==> src/rtl/core/sdr_mul.sv <==
`timescale 1ns / 1ps
// ----------------------------------------------------------------------------
// sdr_mul: shared signed multiplier
// One 32 by 32 signed multiply with a registered 64-bit product.
// ----------------------------------------------------------------------------
module sdr_mul
(
    input  logic               clk,
    input  logic signed [31:0] a,
    input  logic signed [31:0] b,
    output logic signed [63:0] p
);

    logic signed [63:0] p_reg;

    always_ff @(posedge clk)
    begin
        p_reg <= a * b;
    end

    assign p = p_reg;

endmodule

==> config.mk <==
export PLATFORM = sky130hd
export DESIGN_NAME = sdr_mul
export DESIGN_NICKNAME = d
export VERILOG_FILES = /design/src/rtl/core/sdr_mul.sv
export SDC_FILE = /design/constraint.sdc
export NUM_CORES = 2
export LEC_CHECK = 0
export BUFFER_PORTS_ARGS = -buffer_cell sky130_fd_sc_hd__buf_2
export CORE_AREA = 2 2 309 311
export DETAILED_ROUTE_END_ITERATION = 10
export DIE_AREA = 0 0 311 313
export SETUP_SLACK_MARGIN = 0.1
export SYNTH_ARGS = -nofsm -noshare
export SYNTH_HDL_FRONTEND = slang
export SYNTH_SLANG_ARGS = --single-unit
==> constraint.sdc <==
create_clock -name clk -period 8.2 [get_ports clk]
set_input_delay 0 -clock clk [delete_from_list [all_inputs] [get_ports clk]]
set_output_delay 0 -clock clk [all_outputs]
set_load 0.005 [all_outputs]
==> out/metrics.yaml <==
timing:
  fin_crit_sh: 0.936
  finalHoldViolCount: 0
  rsz0062_at_grt: "false"
  slew_viol_final: 0
  slew_headroom: 0.340
  fmax_ghz: 0.130
  setup_viol: 0
  worst_pin_slew_ns: 0.983
  period_minus_slack_ns: 7.68
global_route:
  grt_pass1_vias: 28700
  grt_start_max_net_pins: 33
  antenna_found_initial: 9
  grt_pass1_wl_um: 162000
  track_usage: 0.216
  grt-ovfl-total: 0
hold_path:
  worst_hold_path_type: "primary input to flop"
  min_path_cells: 3
  hold_start: "a[0]"
  hold_end: "p[0]"
route:
  vias: 25500
  routed_wl_um: 98700
  dr.pass1.iters: 6
  detail_route.wl_per_cell_um: 18.9
  viasPerCell: 4.89
  ant_nets: 0
  drc: 0
  drtIter0Drc: 1262
placed_design:
  hpwlAfterDp_um: 85300
  placed_area_um2: 39700
  gp_congestion: 0.857
  portBuffers: 128
logic_synthesis:
  yosysMostFrequentCell: "fa_1"
  synth.area.top_cells: "fa_1 (58%), inv_1 (9.6%), and2_1 (8.7%), ha_1 (6.2%), nand2_1 (5.2%)"
  yosysTopAreaCell: "fa_1"
  synth_ff_type: "dfxtp_1"
  synth.yosys.warnings: 0
  yosys-top-cells-count: "fa_1 (1082), inv_1 (952), and2_1 (516)"
  synth-edff-count: 0
  ys_types: 63
  synth.cell_area_um2: 37200
  synth.top_cell.area_share: 0.582
  netlist_instances: 3884
  synth.ff_latch_count: 64
  async_flop_share: 0
  synthesis.nets: 5215
  syn_area_per_cell_um2: 9.59
  synth-seq-area-share: 0.0344
clock_tree:
  clock-root-buffer: "clkbuf_16"
  cts_sinks: 64
  clk_path_buf_depth: 2
  cts_tree: "built"
  post_cts_buffers: 0
  clkTransAtPathRegs_ns: 0.07
  cts_buffers: 9
  cts_max_level: 3
die:
  coreArea_um2: 94200
  die_h_um: 313
  rows: 113
  fp.dieArea_um2: 97300
  ios: 129
  fp.dieW_um: 311
  start_util: 0.396
worst_setup_path:
  path_class: "primary input to flop"
  worst_setup_path_end_kind: "flop"
  critPathLaunchType: "primary input"
  crit_required_ns: 8.54
  crit_fanout: 24
  worst_ep_arrival_time_ns: 8.02
final_layout:
  area_growth_syn_to_layout_pct: 7.63
  fillers: 9348
  drive_gt1_frac: 0.0736
  finalInstanceArea_um2: 40100
  largest_reg_flops: 64
  insertedDiodeCount: 0
  fin_nets: 5279
status:
  status: "finished, final reports clean"
run:
  maxCapViolations: 0
[cell usage in the layout, fill, tap and decap left out, types with 3 or more instances in the layout]
cell | synthesis | routed
fa_1 | 1082 | 1082
inv_1 | 952 | 952
and2_1 | 516 | 516
nand2_1 | 511 | 511
ha_1 | 184 | 184
buf_2 | 3 | 125
buf_4 | 0 | 117
a21oi_1 | 68 | 68
dfxtp_1 | 64 | 64
xnor2_1 | 53 | 53
nor2_1 | 42 | 42
o21ai_0 | 28 | 28
a21o_1 | 23 | 23
xor2_1 | 22 | 22
nand3_1 | 15 | 15
o21bai_1 | 15 | 15
a31oi_1 | 12 | 12
nand2b_1 | 9 | 9
clkbuf_16 | 0 | 9
buf_12 | 0 | 8
nand4_1 | 7 | 7
and3_1 | 7 | 7
o31ai_1 | 6 | 6
nor3_1 | 6 | 5
a211oi_1 | 4 | 4
o21a_1 | 4 | 4
or3_1 | 4 | 4
o211ai_1 | 3 | 3
nor2b_1 | 3 | 3
a211oi_2 | 3 | 3
a21boi_0 | 3 | 3
and4_1 | 3 | 3
clkbuf_4 | 0 | 3
[area by class of cell]
cell class                 count  area, um^2  share of cell area
multi-input combinational   2668       31600               0.789
clock inverter                 3        65.1             0.00162
clock buffer                  12         256             0.00640
tap                         1265        1580              0.0395
sequential                    64        1280              0.0320
timing repair buffer         253        1690              0.0421
inverter                     952        3570              0.0891
[logic make-up after synthesis]
kind of cell,count (synthesis),synth area share
fa+ha+maj,1266,0.643
buf+inv,1152,0.116
simple gates,1134,0.154
compound gates,193,0.0346
xor+xnor,75,0.0176
flops,64,0.0344
[routing by layer]
| layer | up-vias | global-route usage | wire (um) |
|---|---|---|---|
| met5 | - | 0 | 59 |
| met1 | 13600 | 0.272 | 39200 |
| met3 | 146 | 0.0235 | 3770 |
| met4 | 10 | 0.0641 | 3090 |
| met2 | 586 | 0.391 | 52500 |
| li1 | 11200 | - | - |
[worst max-delay path by stage]
stage                  to  startpoint  slack [ns]  cells after the start
CTS                 p[60]        a[9]        0.40                     28
detailed placement  p[60]        a[9]      -0.004                     28
floorplan           p[62]        b[2]        0.94                     24
global route        p[60]       b[10]        0.20                     28
finish              p[63]       a[16]        0.52                     25
global placement    p[60]        a[9]       0.008                     28
[per-stage QoR]
step	cells	hold slack, ns	worst slack [ns]	setup TNS (ns)	utilization
floorplan	3884	0.127	0.939	0	-
global placement	5202	0.384	0.00849	0	0.422
detailed placement	5202	0.378	-0.00365	-0.00365	0.422
CTS	5217	0.241	0.397	0	0.426
global route	5217	0.269	0.204	0	0.426
finish	5217	0.254	0.523	0	0.426
[worst max-delay path, cell delays in order]
cell and delay, ns:
buf_2 0.49, nand2_1 0.19, fa_1 0.61, fa_1 0.44
fa_1 0.49, fa_1 0.55, inv_1 0.05, fa_1 0.50
inv_1 0.06, fa_1 0.52, inv_1 0.05, fa_1 0.48
fa_1 0.42, ha_1 0.40, a21oi_1 0.16, o21ai_0 0.22
a221oi_1 0.36, o21ai_2 0.19, nand3_1 0.17, a211oi_2 0.14
buf_12 0.16, a311oi_1 0.84, o31ai_1 0.15, a21oi_1 0.21
xnor2_1 0.13
[repair_timing]
item	CTS	global route
resized for setup	0	4
setup endpoints to repair	0	1
hold buffers	0	0
Power is left out: the tool's default activity adds up to more than one toggle a clock period on the data nets, which glitch-free logic cannot reach.
