--- config.mk ---
export PLATFORM = sky130hd
export DESIGN_NAME = sdr_div
export DESIGN_NICKNAME = d
export VERILOG_FILES = /design/src/rtl/core/sdr_div.sv
export SDC_FILE = /design/constraint.sdc
export NUM_CORES = 1
export LEC_CHECK = 0
export BUFFER_PORTS_ARGS = -buffer_cell sky130_fd_sc_hd__buf_2
export CORE_ASPECT_RATIO = 1.25
export CORE_UTILIZATION = 50
export CTS_BUF_LIST = sky130_fd_sc_hd__clkbuf_2 sky130_fd_sc_hd__clkbuf_4 sky130_fd_sc_hd__clkbuf_8
export DETAILED_ROUTE_END_ITERATION = 12
export HOLD_SLACK_MARGIN = 0.08
export PLACE_DENSITY = 0.71
export SETUP_SLACK_MARGIN = 0.15
export SLEW_MARGIN = 20
export SYNTH_ARGS = -nofsm -noshare
export SYNTH_HDL_FRONTEND = slang
export SYNTH_SLANG_ARGS = --single-unit
--- constraint.sdc ---
create_clock -name clk -period 8.3 [get_ports clk]
set_clock_uncertainty 0.05 [all_clocks]
set_input_delay 0.415 -clock clk [delete_from_list [all_inputs] [get_ports clk]]
set_output_delay 0.415 -clock clk [all_outputs]
set_load 0.1 [all_outputs]
--- src/rtl/core/sdr_div.sv ---
`timescale 1ns / 1ps
// ----------------------------------------------------------------------------
// sdr_div: iterative ratio unit
// Restoring division giving floor(n * 2^30 / d) one quotient bit a cycle,
// with an overflow flag when the integer part is four or more.
// ----------------------------------------------------------------------------
module sdr_div
(
    input  logic        clk,
    input  logic        rst_n,
    input  logic        start,
    input  logic [63:0] dividend,
    input  logic [63:0] divisor,
    output logic        done,
    output logic        saturated,
    output logic [31:0] quotient
);

    logic        run_reg;
    logic        done_reg;
    logic        sat_reg;
    logic [5:0]  step_reg;
    logic [65:0] rem_reg;
    logic [65:0] dvs_reg;
    logic [31:0] q_reg;

    logic [65:0] dvs_start;
    logic [65:0] rem_shift;
    logic        fits;

    // The divisor is scaled by four so that the remainder stays below it on every step.
    assign dvs_start = {divisor, 2'b00};
    assign rem_shift = {rem_reg[64:0], 1'b0};
    assign fits      = rem_shift >= dvs_reg;

    always_ff @(posedge clk or negedge rst_n)
    begin
        if (!rst_n)
        begin
            run_reg  <= 1'b0;
            done_reg <= 1'b0;
            step_reg <= '0;
        end
        else
        begin
            done_reg <= 1'b0;
            if (start)
            begin
                step_reg <= '0;
                if ({2'b00, dividend} >= dvs_start)
                begin
                    done_reg <= 1'b1;
                    run_reg  <= 1'b0;
                end
                else
                begin
                    run_reg <= 1'b1;
                end
            end
            else if (run_reg)
            begin
                if (step_reg == 6'd31)
                begin
                    run_reg  <= 1'b0;
                    done_reg <= 1'b1;
                end
                step_reg <= step_reg + 6'd1;
            end
        end
    end

    always_ff @(posedge clk)
    begin
        if (start)
        begin
            sat_reg <= {2'b00, dividend} >= dvs_start;
            dvs_reg <= dvs_start;
            rem_reg <= {2'b00, dividend};
            q_reg   <= '0;
        end
        else if (run_reg)
        begin
            if (fits)
            begin
                rem_reg <= rem_shift - dvs_reg;
            end
            else
            begin
                rem_reg <= rem_shift;
            end
            q_reg <= {q_reg[30:0], fits};
        end
    end

    assign done      = done_reg;
    assign saturated = sat_reg;
    assign quotient  = q_reg;

endmodule
==> flow_metrics.env <==
export IMPL_status="finished clean"
export IMPL_drt_pass1_iter_count=6
export IMPL_synthToLayoutAreaGrowth_pct=16.4
export IMPL_path_clk_slew_ns=0.10
export IMPL_core_area_um2=24300
export IMPL_ant_nets=0
export IMPL_ys_flop_type="edfxtp_1"
export IMPL_crit_fanout=68
export IMPL_cts_root_buf="clkbuf_8"
export IMPL_clk_latency_ns=0.51
export IMPL_r2r_start="rem_reg[10]"
export IMPL_switchingPower_mw=1.42
export IMPL_cts_resized=0
export IMPL_fin_crit_ns=4.49
export IMPL_dp_cells=1774
export IMPL_rsz0062_at_grt="no"
export IMPL_drv_max_cap_violation_count=0
export IMPL_cts_inserted_buffers=17
export IMPL_hold_viol=0
export IMPL_drt_vias_per_instance=5.69
export IMPL_fin_tns_setup_ns=0
export IMPL_worstSetupStartpointType="flop"
export IMPL_num_vias=10643
export IMPL_synth_seq_area_share_pct=38.3
export IMPL_reg2regPathDepth=12
export IMPL_tritoncts="done"
export IMPL_multi_input_comb_area_um2=6790
export IMPL_period_share_pct=54.1
export IMPL_clkSinkCount=170
export IMPL_ys_ff_latch=170
export IMPL_synthMuxAreaShare_pct=3.42
export IMPL_min_path_type="input pin to flop"
export IMPL_intPower_mw=2.03
export IMPL_grt_overflow=0
export IMPL_comb_power_share_pct=47.4
export IMPL_fp_dieH_um=178
export IMPL_ctsHoldBuffers=62
export IMPL_fin_area_um2=14400
export IMPL_antenna_found_initial=0
export IMPL_maxSlewHeadroom_pct=28.6
export IMPL_grt_pass1_vias=10294
export IMPL_ir_drop_mv=0.141
export IMPL_fin_nets=1785
export IMPL_synth_nets=1604
export IMPL_ys_warn_count=0
export IMPL_async_reset_ff_share_pct=4.71
export IMPL_wl_per_cell_um=17.2
export IMPL_largest_reg_flops=65
export IMPL_p_seq_share_pct=33.6
export IMPL_worst_pin_slew_ns=1.07
export IMPL_fillers=2212
export IMPL_gp_congestion=0.930
export IMPL_cts_setup_buffers=0
export IMPL_synth_xor_area_share_pct=4.53
export IMPL_syn_cell_area_um2=12400
export IMPL_initial_utilization_pct=50.8
export IMPL_drc=0
export IMPL_pre_cts_slack_ns=3.84
export IMPL_fin_cells=1869
export IMPL_required_ns=8.51
export IMPL_die_area_um2=25400
export IMPL_routed_wirelength_um=32200
export IMPL_drt_iter0_drc=719
export IMPL_antenna_cells=0
export IMPL_synth_top_family_by_area="compound AO/OA/AOI/OAI gates"
export IMPL_placed_area_um2=13300
export IMPL_clockBufferDepth=2
export IMPL_grt_first_pass_wirelength_um=51200
export IMPL_track_usage_pct=26.0
export IMPL_post_route_util_pct=59.1
export IMPL_synthSimpleGateAreaFrac_pct=15.4
export IMPL_critPathKind="flop to flop"
export IMPL_worstHoldPathCells=1
export IMPL_h_tree_depth=4
export IMPL_grt_max_degree=77
export IMPL_die_w_um=143
export IMPL_leakage_nw=6.68
export IMPL_reg2reg_slack_ns=3.81
export IMPL_synth_edff_count=129
export IMPL_finalMaxSlewViolations=0
export IMPL_syn_area_per_cell_um2=9.19
export IMPL_synthAdderAreaFrac_pct=13.0
export IMPL_ys_types=70
export IMPL_clkPwrFrac_pct=19.0
export IMPL_cp_startpoint="rem_reg[10]"
export IMPL_worstPathArrival_ns=4.70
export IMPL_regArea_um2=4740
export IMPL_fin_ws_ns=3.81
export IMPL_endpoint_kind="flop"
export IMPL_setup_viol=0
export IMPL_dp_hpwl_um=24300
export IMPL_hold_start="divisor[14]"
export IMPL_swShare_pct=41.1
export IMPL_io_pins=165
export IMPL_synth_compound_area_share_pct=18.5
export IMPL_synth_cells=1345
export IMPL_rows=64
export IMPL_layout_drive_gt1_share_pct=14.2
export IMPL_fmax_mhz=223
export IMPL_pwr_density_cell_nw_per_um2=240
export IMPL_port_buffers=164
-- worst max-delay path: stages, from the launching register on --
cell and delay (ns):
edfxtp_1 0.41, ha_1 0.39, a21oi_1 0.22, nor2_1 0.07, a211oi_1 0.41, a21o_1 0.21, a21oi_1 0.14, o2111ai_1 0.25
a21oi_1 0.19, nor2_4 0.74, buf_4 0.70, mux2i_1 0.18, mux2_2 0.29
-- cells in the mapped netlist (11+ instances only) --
cell / number / area [um2]
nand3_1: 55 / 275
a21o_1: 50 / 375
nand2b_1: 13 / 81.3
a21oi_1: 96 / 480
nor2b_1: 13 / 81.3
and3_1: 16 / 100
ha_1: 127 / 1590
o311ai_0: 38 / 333
o21bai_1: 11 / 82.6
inv_1: 139 / 522
clkbuf_1: 47 / 176
mux2i_1: 40 / 400
nand2_1: 111 / 417
edfxtp_1: 129 / 3870
nor2_1: 87 / 327
dfxtp_1: 33 / 661
xor2_1: 23 / 201
nor3_1: 12 / 60.1
nand4_1: 42 / 263
xnor2_1: 41 / 359
o21ai_0: 60 / 300
-- through the flow --
stage          hold WS [ns]  total power [mW]
2_1_floorplan        0.0694              2.39
3_3_place_gp          0.214              2.75
3_5_place_dp          0.213              2.76
4_1_cts              0.0801              3.44
5_1_grt              0.0837              3.68
6_report              0.108              3.45
-- area by class of cell --
type	count	share of cell area (%)
Multi-Input combinational cell	966	47.2
Clock inverter	13	1.21
Tap cell	330	2.87
Inverter	139	3.63
Clock buffer	19	1.77
Timing Repair Buffer	232	10.4
Sequential cell	170	32.9
-- cells in the final DEF, fill, tap and decap left out, types with 12 or more instances in the layout --
cell type      Yosys  routed
buf_2              9     163
inv_1            139     138
edfxtp_1         129     129
ha_1             127     127
nand2_1          111     111
a21oi_1           96      96
nor2_1            87      87
dlygate4sd3_1      0      63
o21ai_0           60      60
nand3_1           55      55
a21o_1            50      50
nand4_1           42      42
xnor2_1           41      41
mux2i_1           40      40
o311ai_0          38      38
dfxtp_1           33      33
xor2_1            23      23
clkbuf_8           0      18
and3_1            16      16
nor2b_1           13      13
nand2b_1          13      13
nor3_1            12      12
-- logic make-up (layout without fill, tap and decap cells) --
family / count (synthesis) / after routing
AO/OA/AOI/OAI: 343 / 343
AND/OR/NAND/NOR: 389 / 389
multiplexers: 42 / 42
XOR/XNOR: 64 / 64
flip-flops: 170 / 170
buffers and inverters: 209 / 403
adder cells (fa/ha/maj): 128 / 128
-- layer usage --
metal / global-route usage, % / vias to the layer above / wire length, um
met5: 0 / - / 0
met4: 12.6 / 0 / 1200
met3: 4.18 / 64 / 1420
met2: 43.5 / 287 / 15400
met1: 32.6 / 5006 / 14100
li1: - / 5286 / -
-- power by group through the flow --
stage | clock network (mW) | registers (mW) | logic (mW)
finish | 0.655 | 1.16 | 1.64
CTS | 0.663 | 1.16 | 1.62
global route | 0.696 | 1.18 | 1.81
detailed placement | 0 | 1.18 | 1.59
floorplan | 0 | 1.17 | 1.23
global placement | 0 | 1.17 | 1.58
-- worst paths after layout --
| check | end |
|---|---|
| max in group asynchronous | run_reg |
| min in group asynchronous | step_reg[1] |
| setup reg to reg | rem_reg[3] |
| hold / removal | dvs_reg[16] |
| hold reg to reg | rem_reg[64] |
| setup / recovery | rem_reg[3] |
No activity file was read; power rests on OpenSTA's default activity.
